[config.mk]
export PLATFORM = sky130hd
export DESIGN_NAME = ewcs_front
export DESIGN_NICKNAME = d
export VERILOG_FILES = /design/src/sv/ewcs_pkg.sv /design/src/sv/ewcs_front.sv
export SDC_FILE = /design/constraint.sdc
export NUM_CORES = 1
export LEC_CHECK = 0
export BUFFER_PORTS_ARGS = -buffer_cell sky130_fd_sc_hd__buf_2
export CAP_MARGIN = 20
export CELL_PAD_IN_SITES_DETAIL_PLACEMENT = 1
export CELL_PAD_IN_SITES_GLOBAL_PLACEMENT = 2
export CORE_MARGIN = 5
export CORE_UTILIZATION = 29
export DETAILED_ROUTE_END_ITERATION = 10
export PLACE_DENSITY = 0.93
export SYNTH_ARGS = -nofsm -noshare
export SYNTH_HDL_FRONTEND = slang
export SYNTH_SLANG_ARGS = --single-unit
[constraint.sdc]
create_clock -name clock -period 10.3 [get_ports clock]
set_input_delay 3.09 -clock clock [delete_from_list [all_inputs] [get_ports clock]]
set_output_delay 3.09 -clock clock [all_outputs]
set_load 0.05 [all_outputs]
[src/sv/ewcs_pkg.sv]
package ewcs_pkg;

   // Default sizes and register reset values
   localparam int WINDOW_DEPTH_DEF = 8;
   localparam int NUM_CLASSES_DEF  = 16;

   localparam logic [15:0] ALPHA_RST  = 16'd19661;
   localparam logic [31:0] GAP_RST    = 32'd1000;
   localparam logic [3:0]  WINDOW_RST = 4'd8;

   localparam int CSR_AW = 4;

   // Register indexes (byte address / 4)
   typedef enum logic [1:0] {
      REG_ALPHA  = 2'd0,
      REG_GAP    = 2'd1,
      REG_WINDOW = 2'd2
   } reg_idx_type;

   typedef struct packed {
      logic [47:0] now_ms;
      logic [3:0]  class_id;
      logic [15:0] confidence;
      logic        entry_valid;
      logic        frame_end;
   } req_type;

   typedef struct packed {
      logic [3:0]  out_class;
      logic [15:0] smoothed;
      logic        last_result;
   } rsp_type;

   // Classified transaction handed from front to back
   typedef struct packed {
      logic        frame_start;
      logic        ring_clear;
      logic        entry_write;
      logic        frame_end;
      logic [3:0]  cls;
      logic [15:0] conf;
   } cmd_type;

   typedef struct packed {
      logic [15:0] alpha;
      logic [31:0] gap_ms;
      logic [3:0]  window;
   } cfg_type;

   typedef enum logic [3:0] {
      S_CLRALL,
      S_IDLE,
      S_NORM,
      S_CLRROW,
      S_WRITE,
      S_RD,
      S_MUL,
      S_ACC,
      S_CEND,
      S_DIV,
      S_EMIT,
      S_NEXTC,
      S_FLUSH
   } state_type;

endpackage

[src/sv/ewcs_front.sv]
module ewcs_front #(
   parameter int NUM_CLASSES = ewcs_pkg::NUM_CLASSES_DEF
) (
   input  logic               clock,
   input  logic               reset,
   input  logic               req_valid,
   output logic               req_ready,
   input  ewcs_pkg::req_type  req_data,
   input  ewcs_pkg::cfg_type  cfg,
   input  logic               q_full,
   input  logic               init_busy,
   output logic               q_push,
   output ewcs_pkg::cmd_type  q_cmd
);

   logic        mid_frame_ff, mid_frame_in;
   logic [47:0] prev_time_ff, prev_time_in;
   logic        prev_valid_ff, prev_valid_in;
   logic [47:0] diff;
   logic        gap_hit;

   assign req_ready = !q_full && !init_busy;
   assign q_push    = req_valid && req_ready;

   // Gap test against previous frame timestamp; backward time never clears
   assign diff    = req_data.now_ms - prev_time_ff;
   assign gap_hit = prev_valid_ff && (req_data.now_ms >= prev_time_ff) &&
                    (diff > {16'b0, cfg.gap_ms});

   // Classify the transaction
   always_comb begin
      q_cmd.frame_start = !mid_frame_ff;
      q_cmd.ring_clear  = !mid_frame_ff && gap_hit;
      q_cmd.entry_write = req_data.entry_valid &&
                          ({3'b0, req_data.class_id} < 7'(NUM_CLASSES));
      q_cmd.frame_end   = req_data.frame_end;
      q_cmd.cls         = req_data.class_id;
      q_cmd.conf        = req_data.confidence;
      mid_frame_in      = mid_frame_ff;
      prev_time_in      = prev_time_ff;
      prev_valid_in     = prev_valid_ff;
      if (q_push) begin
         if (!mid_frame_ff) begin
            prev_time_in  = req_data.now_ms;
            prev_valid_in = 1'b1;
         end
         mid_frame_in = !req_data.frame_end;
      end
   end

   always_ff @(posedge clock) begin
      if (reset) begin
         mid_frame_ff  <= 1'b0;
         prev_valid_ff <= 1'b0;
         prev_time_ff  <= '0;
      end else begin
         mid_frame_ff  <= mid_frame_in;
         prev_valid_ff <= prev_valid_in;
         prev_time_ff  <= prev_time_in;
      end
   end

endmodule

=== After elaboration in Yosys (flattened, before gate mapping) ===
Index checks and enable logic that the tools add are counted.
W data, S select, Z words.

* $add $sub $neg: 1
* $lt $le $gt $ge: 2
* Bitwise logic cells: 1
* Reductions and logical operators: 10

{| class="wikitable"
|+ Operators by type and width
! cell !! number
|-
| $ge A48 B48 Y1 || 1
|-
| $gt A48 B32 Y1 || 1
|-
| $sub A48 B48 Y48 || 1
|-
| $logic_and A1 B1 Y1 || 5
|-
| $logic_not A1 Y1 || 4
|-
| $reduce_and A2 Y1 || 1
|-
| $not A1 Y1 || 1
|}

* Bits in registers: 50
* Bits of input ports: 127
* Output and inout bits: 26
* Logic and storage cells: 17

=== Longest topological paths before layout ===
* Depth after elaboration: 4
* Mapped depth: 22
* Depth with buffers taken out: 22

=== Worst setup path after synthesis ===
OpenSTA, ideal clock, no wires.

* Kind: input to output
* Start point: input port req_data[26] (netlist name)
* End point: output port q_cmd[22] (netlist name)
* Arrival: 7328 ps
* Data required time: 7210 ps
* Slack: -118 ps
* Stages on the path: 19
* Buffers on the path: 0
* Path through: ha_1 a21o_1 a31o_2 nor2_1 o21ai_0 a21oi_1 o21ai_0 xor2_1 ha_1 nand4_1 or4_1 a21oi_1 a2111oi_0 o32a_1 nand4_1 a2111oi_2 o2111ai_1 nor4_1 a41oi_1

{| class="wikitable"
|+ RTL lines
! what !! line !! source
|-
| start: declaration || ewcs_front.sv:8 || <nowiki>input ewcs_pkg::req_type req_data,</nowiki>
|-
| end: declaration || ewcs_front.sv:13 || <nowiki>output ewcs_pkg::cmd_type q_cmd</nowiki>
|}

==> flow_metrics.env <==
export IMPL_outcome="complete, but fails checks"
export IMPL_violations="setup timing"
export IMPL_fin_worst_skew_ns=0.00424
export IMPL_crit_type="in2out"
export IMPL_holdPathStages=2
export IMPL_power_leakage_uw=0.00334
export IMPL_syn_num_nets=1059
export IMPL_r2r_start="mid_frame_ff"
export IMPL_fmax_ghz=0.0964
export IMPL_initial_core_util_pct=29.3
export IMPL_syn_cell_area_um2=5900
export IMPL_synth_top_area_share_pct=17.0
export IMPL_synth_edf_count=0
export IMPL_cts_tree="done"
export IMPL_ant_nets=0
export IMPL_power_density_nw_per_um2=97.2
export IMPL_crit_fanout=3
export IMPL_arrival_ns=7.29
export IMPL_ys_ff_latch=50
export IMPL_grt_pass1_vias=6726
export IMPL_power_total_uw=761
export IMPL_final_fill_count=2548
export IMPL_ys_warn_count=0
export IMPL_postCtsHoldBufs=0
export IMPL_path_cells="buf_2 > ha_4 > a21o_1 > a31o_4 > nor2_4 > o21ai_1 > a21oi_2 > o21ai_1 > xor2_1 > ha_1 > a21o_1 > a21oi_1 > nor2b_1 > a2111oi_4 > buf_4 > o32a_1 > nand4_1 > a2111oi_4 > o2111ai_2 > nor4_2 > buf_4 > a41oi_2 > buf_6"
export IMPL_hp_start="prev_time_ff[4]"
export IMPL_r2r_cells=4
export IMPL_hold_violations=0
export IMPL_rows=52
export IMPL_grt_max_degree=51
export IMPL_cts_root_buf="clkbuf_16"
export IMPL_worst_pin_slew_ns=1.03
export IMPL_area_growth_pct=32.8
export IMPL_slew_violations=0
export IMPL_final_nets=1217
export IMPL_critPathSlowestCell="a2111oi_4"
export IMPL_htree_levels=2
export IMPL_first_pass_iters=4
export IMPL_die_w_um=153
export IMPL_wl_um=20400
export IMPL_die_area_um2=23300
export IMPL_n_antenna_cell=0
export IMPL_synthArstFlopShare_pct=0
export IMPL_clkTransAtPathRegs_ns=0.07
export IMPL_synth_top_area_cell="dfxtp_1"
export IMPL_setup_slack_ns=-0.0779
export IMPL_finalSetupViolations=1
export IMPL_pre_cts_ws_ns=-0.796
export IMPL_crit_path_start_kind="input pin"
export IMPL_vias_per_cell=5.02
export IMPL_cts_made_buffers=5
export IMPL_cts_sinks=50
export IMPL_syn_inst=851
export IMPL_r2r_end="prev_time_ff[22]"
export IMPL_slew_limit_headroom_pct=31.4
export IMPL_gr_total_overflow=0
export IMPL_yosys_top_cells_area="dfxtp_1, ha_1, a21oi_1"
export IMPL_vias=6424
export IMPL_fp_dieH_um=153
export IMPL_rrSetupSlack_ns=8.51
export IMPL_clockBufferDepth=2
export IMPL_wl_per_cell_um=15.9
export IMPL_antenna_found_initial=1
export IMPL_io_pins=153
export IMPL_rsz0062_at_grt="yes"
export IMPL_seq_area_frac_synth_pct=17.0
export IMPL_io_buffers=90
export IMPL_min_period_over_period_pct=101
export IMPL_yosys_cell_types_count=71
export IMPL_ys_flop_type="dfxtp_1"
export IMPL_whs_endpoint="prev_time_ff[4]"
export IMPL_period_needed_ns=10.38
export IMPL_hold_class="reg2reg"
export IMPL_drtIter0Drc=216
export IMPL_grt_usage_pct=16.3
export IMPL_worstPathRequired_ns=7.21
export IMPL_grt_pass1_wl_um=32100
export IMPL_insertion_delay_ns=0.30
export IMPL_dp_final_hpwl_um=15700
export IMPL_drc=0
export IMPL_vdd_drop_max_mv=0.0663
export IMPL_cpPeakStageDelay_ns=0.34
export IMPL_core_region_area_um2=20100
export IMPL_drive_gt1_share_pct=30.4
export IMPL_drv_cap=0
export IMPL_gp_congestion=0.871
export IMPL_crit_path_end_kind="primary output"
export IMPL_syn_avg_cell_area_um2=6.93
-- layout make-up --
| cell class | count | area (um^2) | area share [%] |
|---|---|---|---|
| multi-input cells | 643 | 4600 | 58.7 |
| repair buffers | 210 | 1370 | 17.5 |
| flip-flops and latches | 50 | 1000 | 12.8 |
| inverters | 99 | 374 | 4.78 |
| well taps | 270 | 338 | 4.32 |
| clock buffers | 7 | 143 | 1.82 |
| clock inverters | 1 | 5.00 | 0.0639 |
-- per-stage QoR --
| step | hold WS (ns) | TNS, ns | cell area, um^2 | utilization [%] | std cells |
|---|---|---|---|---|---|
| after floorplan | 0.436 | 0 | 5900 | - | 851 |
| after global placement | 0.441 | -0.710 | 7170 | 35.7 | 1266 |
| after detailed placement | 0.447 | -0.796 | 7170 | 35.7 | 1266 |
| after CTS | 0.457 | -0.152 | 7530 | 37.5 | 1276 |
| after global routing | 0.470 | -0.332 | 7830 | 38.9 | 1280 |
| final | 0.455 | -0.0779 | 7830 | 38.9 | 1280 |
-- where the power goes --
group | internal [uW] | switching [uW] | total [uW]
sequential | 200 | 3.32 | 203
combinational | 174 | 206 | 381
clock | 96.8 | 80.3 | 177
total | 471 | 290 | 761
-- per-layer routing --
metal / vias up / global-route usage, % / wire length [um]
met5: - / 0 / 13
met4: 2 / 4.12 / 442
met3: 34 / 2.70 / 700
met2: 110 / 29.2 / 10100
met1: 3052 / 20.2 / 9150
li1: 3226 / - / -
-- critical path, delay by kind of cell --
| kind | cells | cell delay (ns) |
|---|---|---|
| AND/OR/NAND/NOR | 4 | 0.58 |
| AO/OA/AOI/OAI | 12 | 2.26 |
| adder cells (fa/ha/maj) | 2 | 0.56 |
| buffers and inverters | 4 | 0.64 |
| XOR/XNOR | 1 | 0.16 |
-- cell families after synthesis --
logic type / count (synthesis) / share of synthesized area [%]
compound gates: 246 / 25.6
xor+xnor: 35 / 5.20
fa+ha+maj: 81 / 17.3
buf+inv: 158 / 12.7
flops: 50 / 17.0
mux: 5 / 0.849
simple gates: 276 / 21.3
-- cells in the mapped netlist (3+ instances only) --
| cell | number |
|---|---|
| dfxtp_1 | 50 |
| nor4_1 | 5 |
| nand3_1 | 10 |
| mux2i_1 | 5 |
| clkbuf_1 | 19 |
| o31ai_2 | 3 |
| nand4_1 | 20 |
| nand2b_1 | 5 |
| a21oi_1 | 123 |
| and3_1 | 5 |
| a211oi_1 | 6 |
| xor2_1 | 15 |
| nor2_1 | 38 |
| xnor2_1 | 20 |
| nor2b_1 | 3 |
| buf_2 | 5 |
| a21o_1 | 20 |
| buf_4 | 27 |
| buf_6 | 5 |
| o211ai_1 | 10 |
| inv_1 | 99 |
| nand2_1 | 158 |
| ha_1 | 80 |
| o21ai_0 | 31 |
| o21bai_1 | 10 |
| o21ai_1 | 4 |
| o21a_1 | 3 |
| nor3_1 | 11 |
| o31ai_1 | 5 |
-- state kept, by name, indices dropped and copies added, names as in the netlist --
signal         count
prev_time_ff      48
prev_valid_ff      1
mid_frame_ff       1
-- what timing repair did --
action / 4_1_cts / 5_1_grt
gates resized for setup: 47 / 51
pin swaps: 26 / 31
setup endpoints to repair: 1 / 1
setup buffers: 2 / 4
-- how the worst max path moves through the flow --
| stage | to | depth (start not counted) | slack, ns | startpoint |
|---|---|---|---|---|
| after CTS | q_cmd[22] | 24 | -0.15 | req_data[22] |
| final | q_cmd[22] | 23 | -0.08 | req_data[26] |
| after detailed placement | q_cmd[22] | 23 | -0.80 | req_data[26] |
| after global placement | q_cmd[22] | 23 | -0.71 | req_data[26] |
| after global routing | q_cmd[22] | 24 | -0.33 | req_data[22] |
| after floorplan | q_cmd[22] | 20 | 0.05 | req_data[22] |
-- placed cells by master, fill, tap and decap left out, drive strengths merged, types with 3 or more instances in the layout --
master and count:
a21oi 124, nand2 160, nor3 11, inv 99, nand2b 5, dfxtp 50, nor2b 4, o21bai 10
xor2 15, o211ai 10, ha 80, buf 210, o31ai 8, nor4 6, nand3 11, clkbuf 7
mux2i 5, a2111oi 4, o21ai 36, o21a 3, and3 7, a211oi 6, a21o 20, xnor2 20
nand4 21, nor2 40
Note: power is estimated with default switching activity, not from simulation.
