**src/sv/ewcs_pkg.sv**
```systemverilog
package ewcs_pkg;

   // Default sizes and register reset values
   localparam int WINDOW_DEPTH_DEF = 8;
   localparam int NUM_CLASSES_DEF  = 16;

   localparam logic [15:0] ALPHA_RST  = 16'd19661;
   localparam logic [31:0] GAP_RST    = 32'd1000;
   localparam logic [3:0]  WINDOW_RST = 4'd8;

   localparam int CSR_AW = 4;

   // Register indexes (byte address / 4)
   typedef enum logic [1:0] {
      REG_ALPHA  = 2'd0,
      REG_GAP    = 2'd1,
      REG_WINDOW = 2'd2
   } reg_idx_type;

   typedef struct packed {
      logic [47:0] now_ms;
      logic [3:0]  class_id;
      logic [15:0] confidence;
      logic        entry_valid;
      logic        frame_end;
   } req_type;

   typedef struct packed {
      logic [3:0]  out_class;
      logic [15:0] smoothed;
      logic        last_result;
   } rsp_type;

   // Classified transaction handed from front to back
   typedef struct packed {
      logic        frame_start;
      logic        ring_clear;
      logic        entry_write;
      logic        frame_end;
      logic [3:0]  cls;
      logic [15:0] conf;
   } cmd_type;

   typedef struct packed {
      logic [15:0] alpha;
      logic [31:0] gap_ms;
      logic [3:0]  window;
   } cfg_type;

   typedef enum logic [3:0] {
      S_CLRALL,
      S_IDLE,
      S_NORM,
      S_CLRROW,
      S_WRITE,
      S_RD,
      S_MUL,
      S_ACC,
      S_CEND,
      S_DIV,
      S_EMIT,
      S_NEXTC,
      S_FLUSH
   } state_type;

endpackage

```
**src/sv/ewcs_fifo.sv**
```systemverilog
module ewcs_fifo (
   input  logic              clock,
   input  logic              reset,
   input  logic              push,
   input  ewcs_pkg::cmd_type push_data,
   output logic              full,
   input  logic              pop,
   output logic              head_valid,
   output ewcs_pkg::cmd_type head_data
);

   // Two-entry command queue
   ewcs_pkg::cmd_type entry_ff [2];
   logic       wr_ptr_ff, wr_ptr_in;
   logic       rd_ptr_ff, rd_ptr_in;
   logic [1:0] count_ff, count_in;

   assign full       = (count_ff == 2'd2);
   assign head_valid = (count_ff != 2'd0);
   assign head_data  = entry_ff[rd_ptr_ff];

   always_comb begin
      wr_ptr_in = push ? !wr_ptr_ff : wr_ptr_ff;
      rd_ptr_in = pop ? !rd_ptr_ff : rd_ptr_ff;
      count_in  = count_ff + {1'b0, push} - {1'b0, pop};
   end

   always_ff @(posedge clock) begin
      if (push) entry_ff[wr_ptr_ff] <= push_data;
   end

   always_ff @(posedge clock) begin
      if (reset) begin
         wr_ptr_ff <= 1'b0;
         rd_ptr_ff <= 1'b0;
         count_ff  <= 2'd0;
      end else begin
         wr_ptr_ff <= wr_ptr_in;
         rd_ptr_ff <= rd_ptr_in;
         count_ff  <= count_in;
      end
   end

   no_overflow_a: assert property (@(posedge clock) disable iff (reset)
      full |-> !push || pop) else $error("queue overflow");
   no_underflow_a: assert property (@(posedge clock) disable iff (reset)
      pop |-> head_valid) else $error("queue underflow");

endmodule

```
**config.mk**
```make
export PLATFORM = sky130hd
export DESIGN_NAME = ewcs_fifo
export DESIGN_NICKNAME = d
export VERILOG_FILES = /design/src/sv/ewcs_pkg.sv /design/src/sv/ewcs_fifo.sv
export SDC_FILE = /design/constraint.sdc
export NUM_CORES = 1
export LEC_CHECK = 0
export ABC_AREA = 1
export BUFFER_PORTS_ARGS = -buffer_cell sky130_fd_sc_hd__buf_2
export CAP_MARGIN = 20
export CORE_AREA = 10 10 97 99
export CTS_CLUSTER_SIZE = 16
export DETAILED_ROUTE_END_ITERATION = 8
export DIE_AREA = 0 0 107 109
export GPL_ROUTABILITY_DRIVEN = 0
export SETUP_SLACK_MARGIN = 0.02
export SLEW_MARGIN = 30
export SYNTH_ARGS = -nofsm -noshare
export SYNTH_HDL_FRONTEND = slang
export SYNTH_SLANG_ARGS = --single-unit
```
**constraint.sdc**
```tcl
create_clock -name clock -period 5.7 [get_ports clock]
set_clock_uncertainty 0.15 [all_clocks]
set_input_delay 0.285 -clock clock [delete_from_list [all_inputs] [get_ports clock]]
set_output_delay 0.285 -clock clock [all_outputs]
set_load 0.01 [all_outputs]
```
======== Word level (Yosys, flattened, before mapping) ========
Memory sizes are Yosys's and may differ from the RTL's. A register that Yosys moved wholly into a read port is not among the register bits.
Cells that the tools add are included.
storage, ports and cells
  logic and storage cells ................. 14
  bits in writable memories ............... 48
  output and inout bits ................... 26
  memories ................................ 1
  register bits after elaboration ......... 4
  input port bits ......................... 28
operators by class
  eq/ne operators ......................... 1
  reduce and logical (&&, ||, !) cells .... 3
  mux-type cells .......................... 4
  $add $sub $neg .......................... 2
memory list
  memory    depth  width  rd ports  clocked after memory_dff  wr ports  RTL line         text
  entry_ff  2      24     1         1                         1         ewcs_fifo.sv:13  ewcs_pkg::cmd_type entry_ff [2];
operators by type and width
  cell                                         number
  1-bit 2-to-1 mux                             4
  2-bit by 1-bit adder with 2-bit output       1
  2-bit equality test (second input constant)  1
  1-bit zero test                              2
  2-bit nonzero test                           1
  2-bit by 1-bit subtractor with 2-bit output  1

======== Depth between registers and ports, before layout ========
Gate-level depths: netlist of run 1.
  depth after elaboration ................. 3
  gate-level depth with buffers ........... 7
  mapped depth without buffers ............ 7

======== Least setup slack after synthesis of run 1 ========
No wires, ideal clock.
  path kind ............................... reg-to-reg
  start point ............................. register wr_ptr_ff
  end point ............................... memory entry_ff[0][0] (netlist name) (enable)
  path buffers ............................ 0
  library setup time ...................... 405 ps
  stages on the path, launching flop included .. 2
  clock period less this slack ............ 1902 ps
  slack ................................... 3798 ps
  data arrival time ....................... 1347 ps
  cell sequence ........................... dfxtp_1 nor2_1
RTL lines
  what                    RTL line         text
  start, declared         ewcs_fifo.sv:14  logic wr_ptr_ff, wr_ptr_in;
  start signal, assigned  ewcs_fifo.sv:38  wr_ptr_ff <= wr_ptr_in;
  end, declared           ewcs_fifo.sv:13
No word-level cell before the write port.

==> reports/qor.yml, run 1 <==
floorplan:
  fp-row-count: 32
  ios: 54
  die-area_um2: 11700
  start_util: 0.274
  die_h_um: 109
  coreArea_um2: 7530
  die_w_um: 107
global_route:
  grt_max_degree: 26
  groute.usage.overall: 0.0632
  grt_pass1_wl_um: 5710
  grt-ovfl-total: 0
  grt_pass1_vias: 1032
  antenna_found_initial: 0
finish:
  drive_gt1_frac: 0.527
  syn_to_final_growth_pct: 22.3
  final_common_cell: "buf_2"
  diodes: 0
  layout_common_cells: "buf_2 (53), edfxtp_1 (48), mux2_4 (20)"
  fin_nets: 196
  fill_cells: 764
sta:
  hold_viol: 0
  fin_crit_sh: 0.374
  timing.fmax_mhz: 469
  drv_slew: 0
  final.setup.tns_ns: 0
  finalCriticalPeriod_ns: 2.13
  setup_viol: 0
  worst-slew-pin-transition_ns: 0.780
  rsz0062_at_grt: "no"
  max-slew-margin-rel: 0.480
routing:
  drt-met1-wl_um: 1510
  wl_met3_um: 349
  dr.pass1.iters: 4
  drtIter0Drc: 38
  drt_drc_violations_left: 0
  highest_layer: "met4"
  wl_per_cell_um: 13.5
  detail-route-antenna-nets: 0
  wl_met2_um: 1760
  vias: 1022
  vias_per_cell: 3.80
  routed_wirelength_um: 3630
critical_path:
  worstPathCellList: "mux2_2 -> buf_2"
  crit_buf_inv: 1
  critPathArrivalTime_ns: 1.70
  slowest_delay_ns: 0.84
  startpoint_type: "register"
  crit_path_end_kind: "output pin"
  cp_top_family: "flip-flops"
  path_class: "reg2out"
  slowest_stage: "dfxtp_2"
  cp_data_required_time_ns: 5.27
  cp_max_fo: 24
synth:
  synth_top_area_cell: "edfxtp_1"
  yosysSeqAreaShare: 0.748
  yosysUniqueCellTypes: 14
  synthTopCellsByArea: "edfxtp_1 (70%), mux2_4 (15%), dfxtp_1 (4.9%)"
  syn_area_um2: 2060
  syn_area_per_cell_um2: 19.5
  netlist.area_leader.share: 0.699
  ys_seq_elements: 53
  synth_cells: 106
  syn_nets: 136
  synth_warnings: 0
power_and_ir_drop:
  p_total_mw: 0.764
  peakVddDrop_v: 0.0000931
  power_density_nw_per_um2: 303
  p_leak_nw: 1.01
outcome:
  status: "finished clean"
clocking:
  htreeDepth: 2
  cts_tree: "yes"
  numCtsBuffers: 5
  clock_sinks: 53
  clk_path_buf_depth: 2
  cts-root-buf: "clkbuf_8"
  clkLatencyLatePin_ns: 0.29
  clk_pin_slew_ns: 0.09
job:
  max-cap-violations: 0
min_path:
  hp-class: "in2reg"
placement:
  port_buffers: 53
  hpwlAfterDp_um: 2680
## synth_stat cells, drive strengths merged
cell,number
nor3,1
nor2,7
mux2,24
buf,3
nand3,1
ha,2
nand2,5
inv,8
dfxtp,5
a21oi,1
xnor2,1
edfxtp,48
## what timing repair did
item                                   CTS  global route
hold buffers                             0             2
buffers inserted                         0             0
endpoints found under the hold margin    0             4
resized for setup                        0             0
## state kept, by name, summed over array words and instances (netlist names), named ones only
name and cells:
entry_ff 48, count_ff 2, rd_ptr_ff 1, wr_ptr_ff 1
## per-layer routing
metal  vias to the layer above  GRT usage
li1                        504          -
met1                       484     0.0740
met2                        32     0.0939
met3                         2     0.0372
met4                         0     0.0232
met5                         -          0
## power breakdown
part           switching [mW]  internal [mW]  leakage (nW)  total [mW]
clock network           0.115         0.0867        0.0374       0.201
logic                  0.0458         0.0544         0.475       0.100
registers              0.0144          0.448         0.492       0.463
## worst reg2reg max path: stages, from the launching register on
cell     delay (ns)
dfxtp_1        0.34
nor2_2         0.53
buf_4          0.33
## area by class of cell
type                            count  area (um^2)  share of cell area
Sequential cell                    53         1540               0.612
Multi-Input combinational cell     42          442               0.175
Timing Repair Buffer               56          293               0.116
Tap cell                          102          128              0.0506
Clock buffer                        6         72.6              0.0288
Inverter                            8         30.0              0.0119
Clock inverter                      2         15.0             0.00595
## logic make-up (layout without fill, tap and decap cells)
logic type / count (synthesis) / after routing / synth area share
fa+ha+maj: 2 / 2 / 0.0121
mux: 24 / 24 / 0.167
buf+inv: 11 / 72 / 0.0394
flops: 53 / 53 / 0.748
compound gates: 1 / 1 / 0.00242
simple gates: 14 / 14 / 0.0267
xor+xnor: 1 / 1 / 0.00425
## metrics by stage
step | cells | instance area (um^2) | hold slack (ns) | utilization | setup WS [ns]
after global routing | 269 | 2520 | 0.000702 | 0.335 | 3.43
final | 269 | 2520 | 0.0237 | 0.335 | 3.57
after floorplan | 106 | 2060 | 0.206 | - | 3.80
after detailed placement | 259 | 2410 | 0.328 | 0.321 | 3.85
after global placement | 259 | 2410 | 0.326 | 0.321 | 3.87
after CTS | 267 | 2500 | 0.00628 | 0.332 | 3.50
## path summary, 6_finish.rpt
path	to	cells after the start	slack, ns	start
worst min-delay path	entry_ff[1][23]	1	0.02	push_data[23]
worst min register to register	rd_ptr_ff	2	0.37	rd_ptr_ff
worst max-delay path	head_data[0]	2	3.57	register
worst max register to register	entry_ff[0][3]	2	4.06	wr_ptr_ff
Power figures use the tool's default switching activity.
==> run 2, diff against run 1 <==
- ABC_AREA: 1 -> 0
- clock period: 5.7 -> 1.95 ns (I/O delays scaled with it)
==> run 2 against run 1 <==
  * Critical endpoint is now head_data[20]
  * Critical path type unchanged
  * First-iteration DRC count fell by 55%
  * Register-to-register slack got worse by 3.6 ns
  * Sequential share of layout area fell by 6.2 points
  * Die area did not move
  * Sequential power rose to 2.9 times the previous value
  * Worst hold slack improved by 0.34 ns
  * Largest power group unchanged
  * Worst setup slack got worse by 3.3 ns
==> reports/qor.yml, run 2 <==
min_path:
  hp-class: "in2reg"
sta:
  timing.fmax_mhz: 611
  finalWorstSetupSlack_ns: 0.314
  fin_crit_sh: 0.839
  setup_viol: 0
  hold_viol: 0
  final.setup.tns_ns: 0
  rsz0062_at_grt: "no"
  worst-slew-pin-transition_ns: 0.270
  finalCriticalPeriod_ns: 1.64
  drv_slew: 0
  max-slew-margin-rel: 0.820
routing:
  routed_wirelength_um: 3830
  vias_per_cell: 3.79
  dr.pass1.iters: 2
  drt_drc_violations_left: 0
  drtIter0Drc: 17
  wl_per_cell_um: 13.3
  vias: 1094
  detail-route-antenna-nets: 0
finish:
  largestRegisters: "entry_ff: 48 flops, count_ff: 2 flops"
  layout_common_cells: "buf_2 (53), edfxtp_1 (48), dlygate4sd3_1 (27)"
  fin_nets: 216
  diodes: 0
  final_common_cell: "buf_2"
  drive_gt1_frac: 0.492
  fill_cells: 752
  syn_to_final_growth_pct: 36.3
  finalCoreUtilization: 0.373
  multi_input_area_um2: 459
  fin_area_um2: 2800
  register_area_um2: 1540
  largest_register_ffs: 48
  max_flop_register: "entry_ff"
floorplan:
  ios: 54
  die-area_um2: 11700
  die_w_um: 107
  fp-row-count: 32
  start_util: 0.273
  die_h_um: 109
  coreArea_um2: 7530
placement:
  placed_cell_area_um2: 2450
  hpwlAfterDp_um: 2810
  post-place-ws_ns: 0.455
  port_buffers: 53
clocking:
  cts_tree: "yes"
  clk_path_buf_depth: 2
  cts-root-buf: "clkbuf_8"
  post_cts_resized: 0
  clock_sinks: 53
  clkLatencyLatePin_ns: 0.29
  htreeDepth: 2
  numCtsBuffers: 5
  clk_pin_slew_ns: 0.09
synth:
  syn_area_per_cell_um2: 21.4
  syn_area_um2: 2060
  async_flop_share: 0
  synthTopCellsByArea: "edfxtp_1 (70%), mux2_4 (15%), dfxtp_1 (4.9%)"
  synth_edf_count: 48
  synth_cells: 96
  yosysUniqueCellTypes: 14
  synth_warnings: 0
  yosysMostFrequentCell: "edfxtp_1"
  synthTopCellsByCount: "edfxtp_1 (48), mux2_4 (20), dfxtp_1 (5)"
  synth_top_area_cell: "edfxtp_1"
  syn_nets: 126
  yosysSeqAreaShare: 0.749
  netlist.area_leader.share: 0.701
  synthFlopType: "edfxtp_1"
  ys_seq_elements: 53
power_and_ir_drop:
  p_total_mw: 2.33
  p_leak_nw: 1.11
  power_density_nw_per_um2: 832
  peakVddDrop_v: 0.000419
global_route:
  grt_pass1_vias: 1207
  grt_max_degree: 18
  groute.usage.overall: 0.0655
  grt_pass1_wl_um: 5840
  grt-ovfl-total: 0
  antenna_found_initial: 0
critical_path:
  cp_data_required_time_ns: 1.70
  startpoint_type: "register"
  regToRegSetupSlack_ns: 0.46
  critPathArrivalTime_ns: 1.39
  crit_path_end_kind: "output pin"
  cp_max_fo: 14
  path_class: "reg2out"
job:
  max-cap-violations: 0
outcome:
  status: "finished clean"
## run 2: power by group
part           switching [mW]  total, mW  leakage (nW)  internal (mW)
clock                   0.335      0.588        0.0374          0.253
sequential             0.0226       1.34         0.492           1.32
combinational           0.171      0.401         0.581          0.230
## run 2: cell type report
type                    count  area share
multi-input cells          38       0.164
flip-flops and latches     53       0.550
clock inverters             2     0.00535
inverters                   2     0.00268
repair buffers             86       0.207
well taps                 102      0.0455
clock buffers               6      0.0259
## run 2: routing by layer
layer	GRT usage	vias up	share of wire
li1	-	537	-
met1	0.0591	525	0.36
met2	0.128	27	0.57
met3	0.0218	5	0.052
met4	0.0319	0	0.018
met5	0	-	0
## run 2: worst max-delay path, cell delays in order (launching register included)
cell and delay, ns:
dfxtp_1 0.33, buf_4 0.28, mux2_4 0.33, buf_2 0.14
## run 2: path summary, 6_finish.rpt
check,to,depth (start not counted),start
max,head_data[20],3,register
min,entry_ff[0][1],2,push_data[1]
max reg2reg,count_ff[1],6,count_ff[0]
min reg2reg,register,2,rd_ptr_ff
## run 2: kinds of logic after synthesis
group,share of synthesized area
flops,0.749
mux,0.168
simple gates,0.0225
buf+inv,0.0286
xor+xnor,0.0195
fa+ha+maj,0.0122
## run 2: stage by stage
step,hold WS (ns),std cells
final,0.364,289
after global routing,0.356,289
after CTS,0.350,289
after detailed placement,0.139,254
after global placement,0.136,254
after floorplan,0.0191,96
## run 2: what timing repair did
item | CTS | global route
endpoints found under the hold margin | 53 | 0
buffers inserted | 0 | 0
hold buffers | 27 | 0
endpoints found under the setup margin | 0 | 0
